### src/rtl/tsa_pkg.sv
// Shared constants, register indexes and control types of the threshold sweep block.
// No dependencies; imported by every other file of the block.
`timescale 1ns / 1ps
`default_nettype none

package tsa_pkg;

    localparam int STEPS_W = 11;
    localparam int EVAL_W  = 16;
    localparam int CFG_AW  = 2;
    localparam int CFG_DW  = 16;

    localparam logic [STEPS_W-1:0] STEPS_ONE   = 11'd1;
    localparam logic [STEPS_W-1:0] STEPS_MAX   = 11'd1024;
    localparam logic [STEPS_W-1:0] STEPS_RESET = 11'd100;

    localparam logic [CFG_AW-1:0] REG_SWEEP_STEPS = 2'd0;
    localparam logic [CFG_AW-1:0] REG_EVAL_THR    = 2'd1;

    typedef struct packed {
        logic shift;
        logic stream;
    } t_cell_ctrl;

    typedef struct packed {
        logic valid;
        logic is_eval;
    } t_entry_tag;

endpackage

`default_nettype wire

### src/rtl/tsa_cell.sv
// One cell of the counting chain: holds a threshold and its correct-pair count.
// Depends on tsa_pkg (t_cell_ctrl, t_entry_tag).
`timescale 1ns / 1ps
`default_nettype none

module tsa_cell
    import tsa_pkg::*;
#(
    parameter int SIM_WIDTH = 16,
    parameter int TW        = 16,
    parameter int CW        = 13
) (
    input  wire                        i_clk,
    input  wire                        i_rst_n,
    input  t_cell_ctrl                 i_ctrl,
    input  wire logic signed [TW-1:0]  i_thr,
    input  t_entry_tag                 i_tag,
    input  wire logic [CW-1:0]         i_cnt,
    output logic signed [TW-1:0]       o_thr,
    output t_entry_tag                 o_tag,
    output logic [CW-1:0]              o_cnt,
    input  wire logic signed [SIM_WIDTH-1:0] i_sim,
    input  wire                        i_lab,
    input  wire                        i_pv,
    output logic signed [SIM_WIDTH-1:0] o_sim,
    output logic                       o_lab,
    output logic                       o_pv
);

    logic signed [TW-1:0]        r_thr;
    t_entry_tag                  r_tag;
    logic [CW-1:0]               r_cnt;
    logic signed [SIM_WIDTH-1:0] r_sim;
    logic                        r_lab;
    logic                        r_pv;
    logic                        hit;

    assign hit = i_pv & r_tag.valid & (($signed(TW'(i_sim)) >= r_thr) == i_lab);

    always_ff @(posedge i_clk) begin
        if (!i_rst_n) begin
            r_tag <= '0;
            r_pv  <= 1'b0;
        end else begin
            r_pv <= i_pv & i_ctrl.stream;
            if (i_ctrl.shift) begin
                r_tag <= i_tag;
            end
        end
    end

    always_ff @(posedge i_clk) begin
        r_sim <= i_sim;
        r_lab <= i_lab;
        if (i_ctrl.shift) begin
            r_thr <= i_thr;
            r_cnt <= i_cnt;
        end else if (i_ctrl.stream && hit) begin
            r_cnt <= r_cnt + 1'b1;
        end
    end

    assign o_thr = r_thr;
    assign o_tag = r_tag;
    assign o_cnt = r_cnt;
    assign o_sim = r_sim;
    assign o_lab = r_lab;
    assign o_pv  = r_pv;

endmodule

`default_nettype wire

### config.mk
export PLATFORM = sky130hd
export DESIGN_NAME = tsa_cell
export DESIGN_NICKNAME = d
export VERILOG_FILES = /design/src/rtl/tsa_pkg.sv /design/src/rtl/tsa_cell.sv
export SDC_FILE = /design/constraint.sdc
export NUM_CORES = 1
export LEC_CHECK = 0
export BUFFER_PORTS_ARGS = -buffer_cell sky130_fd_sc_hd__buf_2
export CAP_MARGIN = 20
export CORE_ASPECT_RATIO = 1.75
export CORE_MARGIN = 2
export CORE_UTILIZATION = 45
export CTS_CLUSTER_SIZE = 12
export DETAILED_ROUTE_END_ITERATION = 7
export MAX_ROUTING_LAYER = met4
export PLACE_DENSITY = 0.78
export SYNTH_ARGS = -nofsm -noshare
export SYNTH_HDL_FRONTEND = slang
export SYNTH_SLANG_ARGS = --single-unit
### constraint.sdc
create_clock -name i_clk -period 4.05 [get_ports i_clk]
set_input_delay 0.405 -clock i_clk [delete_from_list [all_inputs] [get_ports i_clk]]
set_output_delay 0.405 -clock i_clk [all_outputs]
set_load 0.02 [all_outputs]
==> out/qor.txt <==
CP Capture Type: flip-flop
CTS hold repair buffers: 0
top cell type by total area after synthesis: edfxtp_1
distinct cell type count after synthesis: 31
RSZ-0062 raised after global routing: no
clock share of power: 0.336
fmax: 392 MHz
sequential share of power: 0.503
Multi-input gate area: 754 um^2
Ports: 102
vias: 1,647
period utilisation layout: 0.629
GR Overflow Total: 0
post-cts sizing count: 0
final number of max-transition violations: 0
largest fanout on the critical path: 13
register area: 1270 um^2
clock skew: 0.00414 ns
register area share after synthesis: 0.605
Power Density: 420 nW/um^2
synthesized area per cell: 12.0 um^2
Combinational Power Share: 0.162
min cycle time layout: 2.55 ns
WP data arrival: 2.44 ns
Root Buffer: clkbuf_8
mean number of vias per cell: 4.98
Worst path top cell family by delay: simple AND/OR/NAND/NOR gates
Avg WL per Cell: 13.2 um
Cell Area, Synth: 2100 um^2
Antenna Nets Post-Route: 0
total negative slack: 0 ns
Final #Nets: 349
Layout Utilization: 0.628
setup violators final: 0
area growth from synthesis to layout: 32.8%
post-synth top area share: 0.415
max cap viols: 0
RD Place Congestion: 0.827
WS Path Type: flip-flop to flip-flop
CTS tree: done
Yosys reg bits: 49
Clock Tree Buf Depth: 2
Max stage delay on crit path: 0.45 ns
Synth Warn #: 0
number of global-route vias before repair: 1,673
Mapped Nets: 245
H-tree depth: 2
Worst Setup Start Kind: flip-flop
layout cells sized above 1: 0.418
clk_lat worst skew: 0.30 ns
I/O Buffers: 101
WP buf/inv: 1
post-CTS setup buffer count: 0
largest net degree at the start of global routing: 45
Die ar.: 5250 um^2
cell row count: 32
Worst-Margin Slew: 0.822 ns
Routed WL: 4370 um
cell leakage power: 0.00133 uW
Fill cells: 390
first-pass GRT wire length: 6920 um
relative slew slack: 0.452
internal power: 889 uW
initial antenna violation count: 0
status: finished, final reports clean
Inserted Diodes: 0
Final Hold Vio Count: 0
core box area: 4440 um^2
Num CTS Buffers: 5
net switching power: 282 uW
# DRC: 0
CP max-delay cell: or4_4
WP data required: 3.94 ns
Switching Fraction: 0.241
Die Wd: 55.7 um
Die Span Y: 94.4 um
Area contributors post-synth: edfxtp_1, dfxtp_1, ha_1
maximum VDD drop: 0.365 mV
Iteration-0 DRC Markers: 90
hpwl dp: 3510 um
CP cell instances: inv_1 -> ha_1 -> nand4_1 -> or4_4 -> nor2_2 -> nor4b_1 -> o21ai_1 -> nand3b_1
Tot GR Track Use: 0.175
clock-pin slew on the worst setup and hold paths: 0.08 ns
Mapped Cells: 175
Initial Util: 0.473
worst min path class: primary input to flip-flop
CTS Sinks: 49
drt first pass iters: 4
final cells by class:
class / instances / area share
clock buffers: 5 / 0.0247
clock inverters: 3 / 0.0233
inverters: 16 / 0.0215
repair buffers: 101 / 0.181
multi-input cells: 106 / 0.271
flip-flops and latches: 49 / 0.456
well taps: 51 / 0.0229
routing by layer:
layer | part of all wire | global-route usage
met1 | 0.35 | 0.161
met2 | 0.57 | 0.349
met3 | 0.063 | 0.0329
met4 | 0.014 | 0.0610
met5 | 0 | -
cell families (layout without fill, tap and decap cells):
group                    after synthesis  after routing  share of synthesized area
buffers and inverters                 20            125                     0.0357
multiplexers                           3              3                     0.0149
flip-flops                            49             49                      0.605
AND/OR/NAND/NOR                       49             49                      0.129
AO/OA/AOI/OAI                         26             26                     0.0679
adder cells (fa/ha/maj)               17             17                      0.101
XOR/XNOR                              11             11                     0.0459
final timing paths:
kind / from / endpoint / slack (ns) / cells past startpoint
worst max register to register: o_thr[15] / o_cnt[11] / 1.50 / 8
worst max-delay path: o_thr[15] / o_cnt[11] / 1.50 / 8
worst min register to register: o_tag[0] / o_tag[0] / 0.52 / 2
worst min-delay path: i_sim[0] / o_sim[0] / 0.22 / 1
stage by stage:
step / hold slack, ns / power, uW / worst slack [ns] / instances / cell area [um^2]
after floorplan: 0.433 / 709 / 1.61 / 175 / 2100
after global placement: 0.492 / 786 / 1.44 / 323 / 2660
after detailed placement: 0.514 / 792 / 1.35 / 323 / 2660
after CTS: 0.210 / 1190 / 1.48 / 331 / 2790
after global routing: 0.204 / 1230 / 1.29 / 331 / 2790
final: 0.217 / 1170 / 1.50 / 331 / 2790
worst reg2reg max path, delay by kind of cell, from the launching register on:
family                     cells  cell delay (ns)
AOI/OAI and AO/OA              1             0.14
DFF                            1             0.35
and+or+nand+nor                5             1.25
buffers and inverters          1             0.05
adders and majority gates      1             0.37
cells in the final DEF (no fill, tap or decap):
cell	count
edfxtp_1	29
o21ai_0	12
nand3_1	9
dfxtp_1	20
inv_1	16
bufinv_16	2
nor3b_1	1
clkinv_2	1
and4_4	1
nand3b_1	1
a31oi_1	1
nand4_2	1
or4_4	1
xnor2_1	3
nor2_2	2
o211ai_1	1
nor2b_1	3
mux2i_1	2
a21oi_1	8
o21ai_1	2
or3_2	1
nand2_1	17
nor2_1	1
nor3_1	1
nor4b_1	1
buf_2	101
xor2_1	8
mux2_2	1
a21o_1	1
and3_1	5
nand4_1	4
ha_1	17
clkbuf_8	5
a221o_2	1
synthesized netlist by cell type:
| cell | instances |
|---|---|
| nand4_1 | 4 |
| ha_1 | 17 |
| a21o_1 | 1 |
| and3_1 | 5 |
| nand4_2 | 1 |
| a21oi_1 | 8 |
| inv_1 | 16 |
| dfxtp_1 | 20 |
| or4_4 | 1 |
| a221o_2 | 1 |
| clkbuf_1 | 4 |
| nor2_1 | 1 |
| nor3_1 | 1 |
| nor3b_1 | 1 |
| o21ai_0 | 12 |
| nand3_1 | 9 |
| edfxtp_1 | 29 |
| nor2_2 | 2 |
| xor2_1 | 8 |
| nand2_1 | 17 |
| nor4b_1 | 1 |
| mux2_2 | 1 |
| mux2i_1 | 2 |
| nor2b_1 | 3 |
| xnor2_1 | 3 |
| o211ai_1 | 1 |
| o21ai_1 | 2 |
| and4_4 | 1 |
| a31oi_1 | 1 |
| nand3b_1 | 1 |
| or3_2 | 1 |
flip-flops by register name, summed over array words and instances (netlist names):
signal  count
o_pv        1
o_tag       2
o_thr      16
o_sim      16
o_cnt      13
o_lab       1
power groups by stage:
stage	registers (uW)	clock network, uW	logic [uW]
after floorplan	643	0	65.6
after global placement	599	0	187
after detailed placement	600	0	191
after CTS	589	405	193
after global routing	594	423	210
final	589	393	189
No activity file was read; power rests on OpenSTA's default activity.
