## src/rtl/tsa_pkg.sv

```systemverilog
// Shared constants, register indexes and control types of the threshold sweep block.
// No dependencies; imported by every other file of the block.
`timescale 1ns / 1ps
`default_nettype none

package tsa_pkg;

    localparam int STEPS_W = 11;
    localparam int EVAL_W  = 16;
    localparam int CFG_AW  = 2;
    localparam int CFG_DW  = 16;

    localparam logic [STEPS_W-1:0] STEPS_ONE   = 11'd1;
    localparam logic [STEPS_W-1:0] STEPS_MAX   = 11'd1024;
    localparam logic [STEPS_W-1:0] STEPS_RESET = 11'd100;

    localparam logic [CFG_AW-1:0] REG_SWEEP_STEPS = 2'd0;
    localparam logic [CFG_AW-1:0] REG_EVAL_THR    = 2'd1;

    typedef struct packed {
        logic shift;
        logic stream;
    } t_cell_ctrl;

    typedef struct packed {
        logic valid;
        logic is_eval;
    } t_entry_tag;

endpackage

`default_nettype wire

```

## src/rtl/tsa_thr_gen.sv

```systemverilog
// Threshold sequence source: divides the span once, then steps min + floor(span*s/steps).
// Appends the evaluation threshold when it is nonzero. Depends on tsa_pkg.
`timescale 1ns / 1ps
`default_nettype none

module tsa_thr_gen
    import tsa_pkg::*;
#(
    parameter int SIM_WIDTH = 16,
    parameter int TW        = 16
) (
    input  wire                              i_clk,
    input  wire                              i_rst_n,
    input  wire                              i_start,
    input  wire logic signed [SIM_WIDTH-1:0] i_min,
    input  wire logic signed [SIM_WIDTH-1:0] i_max,
    input  wire logic [STEPS_W-1:0]          i_steps,
    input  wire logic signed [EVAL_W-1:0]    i_eval,
    input  wire                              i_take,
    output logic                             o_busy,
    output t_entry_tag                       o_tag,
    output logic signed [TW-1:0]             o_thr
);

    localparam int BW = $clog2(SIM_WIDTH + 1);

    logic                        r_busy;
    logic [BW-1:0]               r_bits;
    logic [SIM_WIDTH-1:0]        r_dvd;
    logic [STEPS_W:0]            r_rem;
    logic [STEPS_W-1:0]          r_steps;
    logic signed [SIM_WIDTH-1:0] r_min;
    logic signed [EVAL_W-1:0]    r_eval;
    logic                        r_coll;
    logic                        r_sw_left;
    logic                        r_ev_left;
    logic [STEPS_W-1:0]          r_s;
    logic [SIM_WIDTH-1:0]        r_acc;
    logic [STEPS_W-1:0]          r_racc;

    logic [STEPS_W-1:0]          steps_eff;
    logic [STEPS_W:0]            rem_sh;
    logic                        rem_ge;
    logic [STEPS_W:0]            rsum;
    logic                        rsum_ge;
    logic signed [SIM_WIDTH-1:0] sw_thr;

    always_comb begin
        if (i_steps == '0) begin
            steps_eff = STEPS_ONE;
        end else if (i_steps > STEPS_MAX) begin
            steps_eff = STEPS_MAX;
        end else begin
            steps_eff = i_steps;
        end
    end

    assign rem_sh  = {r_rem[STEPS_W-1:0], r_dvd[SIM_WIDTH-1]};
    assign rem_ge  = rem_sh >= {1'b0, r_steps};
    assign rsum    = {1'b0, r_racc} + {1'b0, r_rem[STEPS_W-1:0]};
    assign rsum_ge = rsum >= {1'b0, r_steps};
    assign sw_thr  = r_min + $signed(r_acc);

    always_ff @(posedge i_clk) begin
        if (!i_rst_n) begin
            r_busy    <= 1'b0;
            r_sw_left <= 1'b0;
            r_ev_left <= 1'b0;
        end else if (i_start) begin
            r_busy    <= 1'b1;
            r_sw_left <= 1'b1;
            r_ev_left <= (i_eval != '0);
        end else if (r_busy) begin
            if (r_bits == BW'(1)) begin
                r_busy <= 1'b0;
            end
        end else if (i_take) begin
            if (r_sw_left) begin
                if (r_coll || (r_s == r_steps)) begin
                    r_sw_left <= 1'b0;
                end
            end else begin
                r_ev_left <= 1'b0;
            end
        end
    end

    always_ff @(posedge i_clk) begin
        if (i_start) begin
            r_bits  <= BW'(SIM_WIDTH);
            r_dvd   <= SIM_WIDTH'(i_max - i_min);
            r_rem   <= '0;
            r_steps <= steps_eff;
            r_min   <= i_min;
            r_eval  <= i_eval;
            r_coll  <= (i_max == i_min);
            r_s     <= '0;
            r_acc   <= '0;
            r_racc  <= '0;
        end else if (r_busy) begin
            r_bits <= r_bits - 1'b1;
            if (rem_ge) begin
                r_rem <= rem_sh - {1'b0, r_steps};
                r_dvd <= {r_dvd[SIM_WIDTH-2:0], 1'b1};
            end else begin
                r_rem <= rem_sh;
                r_dvd <= {r_dvd[SIM_WIDTH-2:0], 1'b0};
            end
        end else if (i_take && r_sw_left) begin
            r_s <= r_s + 1'b1;
            if (rsum_ge) begin
                r_racc <= STEPS_W'(rsum - {1'b0, r_steps});
                r_acc  <= r_acc + r_dvd + 1'b1;
            end else begin
                r_racc <= rsum[STEPS_W-1:0];
                r_acc  <= r_acc + r_dvd;
            end
        end
    end

    always_comb begin
        o_tag.valid   = r_sw_left | r_ev_left;
        o_tag.is_eval = ~r_sw_left;
        if (r_sw_left) begin
            o_thr = r_coll ? '0 : TW'(sw_thr);
        end else begin
            o_thr = TW'(r_eval);
        end
    end

    assign o_busy = r_busy;

endmodule

`default_nettype wire

```

## config.mk

```make
export PLATFORM = sky130hd
export DESIGN_NAME = tsa_thr_gen
export DESIGN_NICKNAME = d
export VERILOG_FILES = /design/src/rtl/tsa_pkg.sv /design/src/rtl/tsa_thr_gen.sv
export SDC_FILE = /design/constraint.sdc
export NUM_CORES = 1
export LEC_CHECK = 0
export BUFFER_PORTS_ARGS = -buffer_cell sky130_fd_sc_hd__buf_4
export CELL_PAD_IN_SITES_DETAIL_PLACEMENT = 2
export CELL_PAD_IN_SITES_GLOBAL_PLACEMENT = 2
export CORE_MARGIN = 5
export CORE_UTILIZATION = 39
export CTS_BUF_LIST = sky130_fd_sc_hd__clkbuf_2 sky130_fd_sc_hd__clkbuf_4 sky130_fd_sc_hd__clkbuf_8
export DETAILED_ROUTE_END_ITERATION = 10
export GPL_TIMING_DRIVEN = 0
export PLACE_DENSITY = 0.85
export SYNTH_ARGS = -nofsm -noshare
export SYNTH_HDL_FRONTEND = slang
export SYNTH_SLANG_ARGS = --single-unit
```

## constraint.sdc

```tcl
create_clock -name i_clk -period 5.65 [get_ports i_clk]
set_clock_uncertainty 0.1 [all_clocks]
set_input_delay 0.2825 -clock i_clk [delete_from_list [all_inputs] [get_ports i_clk]]
set_output_delay 0.2825 -clock i_clk [all_outputs]
set_load 0.05 [all_outputs]
```

==> key figures <==
Logic synthesis
  • Number of synthesized flops with an enable pin: 60
  • Seq cells post-synth: about 120
  • Post-Synthesis Net Count: between 1,000 and 1,500
  • Synth area leader: edfxtp_1
  • Mapped Cells: 953
  • Fraction of registers with async set or reset after synthesis: 0%
  • Yosys synthesis warning count: 0
  • Ys flop type: edfxtp_1
  • Synth top area share: a little over a fifth
  • Synth Area per Inst: between 9 and 10 um^2
  • Synth Cell Area: between 0.008 and 0.009 mm^2
  • Seq/Total Area, Yosys: about a third
  • Top cells by area, synth: edfxtp_1 21%, dfxtp_1 13%, ha_1 12%
  • Synth cell types: 73

Drt
  • Via count: roughly 9,000
  • Wire per inst: ~32 um
  • Wire length on met2: approximately 21,000 um
  • Top Layer Used: met4
  • DRT antenna net count: 0
  • DR vias/cell: between 6 and 7
  • DRC: 2
  • DR pass1 iterations: 8
  • Initial DRC count: around 890
  • Metal1 wirelength: about 17,000 um
  • Metal3 WL: 3480 um
  • DRT Wirelength: between 40,000 and 50,000 um

Global route
  • Vias in the first global route: just over 10,000
  • First-pass GRT wire length: between 60,000 and 70,000 um
  • Initial antenna violation count: 0
  • Largest net degree at the start of global routing: 46
  • Grt ovf: 0
  • Overall Global Routing Usage: a little over a third

Pwr
  • LEAKAGE: about 4.3 nW
  • Int Power: 0.00187 W
  • Combinational share of power: 35.4%
  • NetSw: roughly 0.0013 W
  • Pwr Density: approximately 300 mW/mm^2
  • Final Power: 0.00314 W
  • Max IR drop VDD: between 0.15 and 0.2 mV
  • Switch share: between 40% and 50%
  • Part of the power in registers: approximately 34%
  • Clock share of power: between 30% and 40%

Floorplan
  • Die width: 159 um
  • Io pins: between 80 and 90
  • Die ar.: between 0.02 and 0.03 mm^2
  • # rows: 54
  • Initial Util: between 30% and 40%
  • Die height: 159 um
  • Core box area: 0.0218 mm^2

Cells and area
  • N_diodes: 0
  • # nets final: 1,237
  • Non-Filler Instances: 1,379
  • Share of layout cells above drive strength 1: between 10% and 20%
  • Area occupied by multi-input gates: between 0.005 and 0.006 mm^2
  • Final Util: between 40% and 50%
  • Synth-to-layout area growth: 20.2%
  • Register Area: between 0.002 and 0.003 mm^2
  • Filler cells: 2,356

Timing
  • Setup ws final: ~0.54 ns
  • RSZ-0062 raised after global routing: false
  • Max Clk Rate: roughly 200 MHz
  • Slew HR: 33.2%
  • Slew @ Worst Pin: 1.00 ns
  • Max-slew violations: 0
  • Setup tns final: 0 ns
  • # setup viols final: 0
  • Final worst path period need: about 5 ns
  • Final worst path period share: about nine tenths
  • Final Hold Vio Count: 0

Status
  • Outcome: complete, but fails checks
  • Failing checks: DRC

Setup path
  • Worst r2r src: r_rem[0]
  • Worst setup SP type: flip-flop
  • Worst Path Arrival: ~5.4 ns
  • Kind of critical path: flip-flop to flip-flop
  • Crit end category: flip-flop
  • Critical Path RT: 5.88 ns
  • Worst Setup SP: r_rem[0]
  • R2R setup slack: ~0.54 ns
  • CP max FO: 10

Run
  • Max Cap Viol: 0

Place
  • Dpl hpwl: around 25,000 um
  • GPL Wtd Cong: roughly 0.86
  • IO Port Bufs: 80
  • Post-Place Worst Slack: approximately 0.67 ns
  • Placed insts: roughly 1,300

Worst hold path
  • HP Start: i_steps[9]
  • HP Class: input pin to flip-flop

Clock network
  • Clock Sink Count: roughly 120
  • Worst-skew pair later-pin latency: between 0.4 and 0.5 ns
  • CTS tree: yes
  • Htree depth: 4
  • Root buffer cell: clkbuf_8
  • CTS buffer count: 17
  • CTS max path bufs: 2
  • Clock slew seen by the registers of the worst setup and hold paths: 0.09 ns
-- what timing repair did --
action,in CTS,in global routing
hold buffers,34,0
buffers inserted,0,0
setup endpoints to repair,0,2
gates resized for setup,0,2
endpoints found under the hold margin,34,0
-- stage by stage --
stage	instance area, um^2	hold slack [ns]
global placement	9550	0.354
detailed placement	9550	0.363
global route	10300	0.0200
CTS	10300	0.0100
finish	10300	0.0160
floorplan	8600	0.281
-- final cells by class --
| class | count | share of cell area [%] |
|---|---|---|
| Inverter | 64 | 2.32 |
| Tap cell | 280 | 3.39 |
| Clock buffer | 17 | 2.26 |
| Buffer | 31 | 1.15 |
| Clock inverter | 15 | 2.06 |
| Sequential cell | 117 | 28.5 |
| Timing Repair Buffer | 114 | 9.10 |
| Multi-Input combinational cell | 741 | 51.3 |
-- metal layers --
metal	vias to the layer above	global-route usage (%)
met5	-	0
met4	0	17.1
met3	158	8.29
met2	529	59.3
met1	4489	42.6
li1	3771	-
-- worst paths after layout --
kind	endpoint	cells after the start
setup / recovery	r_racc[0]	18
setup reg to reg	r_racc[0]	18
hold / removal	r_steps[9]	2
hold reg to reg	r_racc[10]	2
-- flip-flops by register name, indices dropped and copies added (netlist names) --
register   count
r_ev_left      1
r_eval        16
r_min         16
o_busy         1
r_bits         5
r_coll         1
r_steps       11
r_racc        11
r_acc         16
r_s           11
r_rem         11
r_dvd         16
r_sw_left      1
-- cell families after synthesis --
group | Yosys count | share of synthesized area (%)
flip-flops | 117 | 34.2
buffers and inverters | 95 | 4.16
multiplexers | 5 | 0.596
AO/OA/AOI/OAI | 252 | 20.8
AND/OR/NAND/NOR | 315 | 18.6
XOR/XNOR | 81 | 8.25
adder cells (fa/ha/maj) | 88 | 13.3
-- cell usage after synthesis, drive strengths merged, types with 11 or more instances --
library cell and count:
a211oi 26, nor2 85, o2bb2ai 16, nor3 31, xnor2 51, dfxtp 57, nor4 17, o21ai 49
a21o 20, ha 82, nand4 18, clkbuf 30, a21oi 50, nand3 11, edfxtp 60, or3 13
nand2 62, a21boi 13, nor2b 27, xor2 30, inv 62
-- worst max-delay path, cell delays in order (launching register included) --
cell       delay (ns)
dfxtp_1          0.39
ha_1             0.31
fa_1             0.43
a21o_1           0.19
a21oi_1          0.26
o21bai_1         0.15
a21oi_1          0.28
o21a_1           0.23
nand3b_1         0.12
nand3_1          0.14
ha_1             0.24
a2111oi_0        0.38
a21oi_1          0.17
nor2_1           0.14
a21boi_1         0.52
clkbuf_2         0.39
nor2_1           0.12
a211oi_1         0.29
nor3_1           0.09
-- cells in the final DEF, fill, tap and decap left out, types with 11 or more instances in the layout --
master / count
or3_1: 13
ha_1: 82
xor2_1: 30
buf_4: 80
edfxtp_1: 60
nor2b_1: 27
clkbuf_1: 29
a211oi_1: 26
nand2_1: 62
inv_1: 62
nand3_1: 11
dfxtp_1: 57
nor3_1: 30
nor2_1: 85
nand4_1: 18
a21oi_1: 49
xnor2_1: 51
nor4_1: 17
o2bb2ai_1: 16
dlygate4sd3_1: 34
o21ai_0: 41
clkbuf_8: 17
a21o_1: 19
-- power groups by stage --
stage	Clock, W	Sequential, W	Combinational (W)
after CTS	0.000937	0.00104	0.00102
final	0.000974	0.00105	0.00111
after detailed placement	0	0.00106	0.000966
after floorplan	0	0.00103	0.000677
after global routing	0.00100	0.00106	0.00118
after global placement	0	0.00105	0.000913
Note: power is estimated with default switching activity, not from simulation.
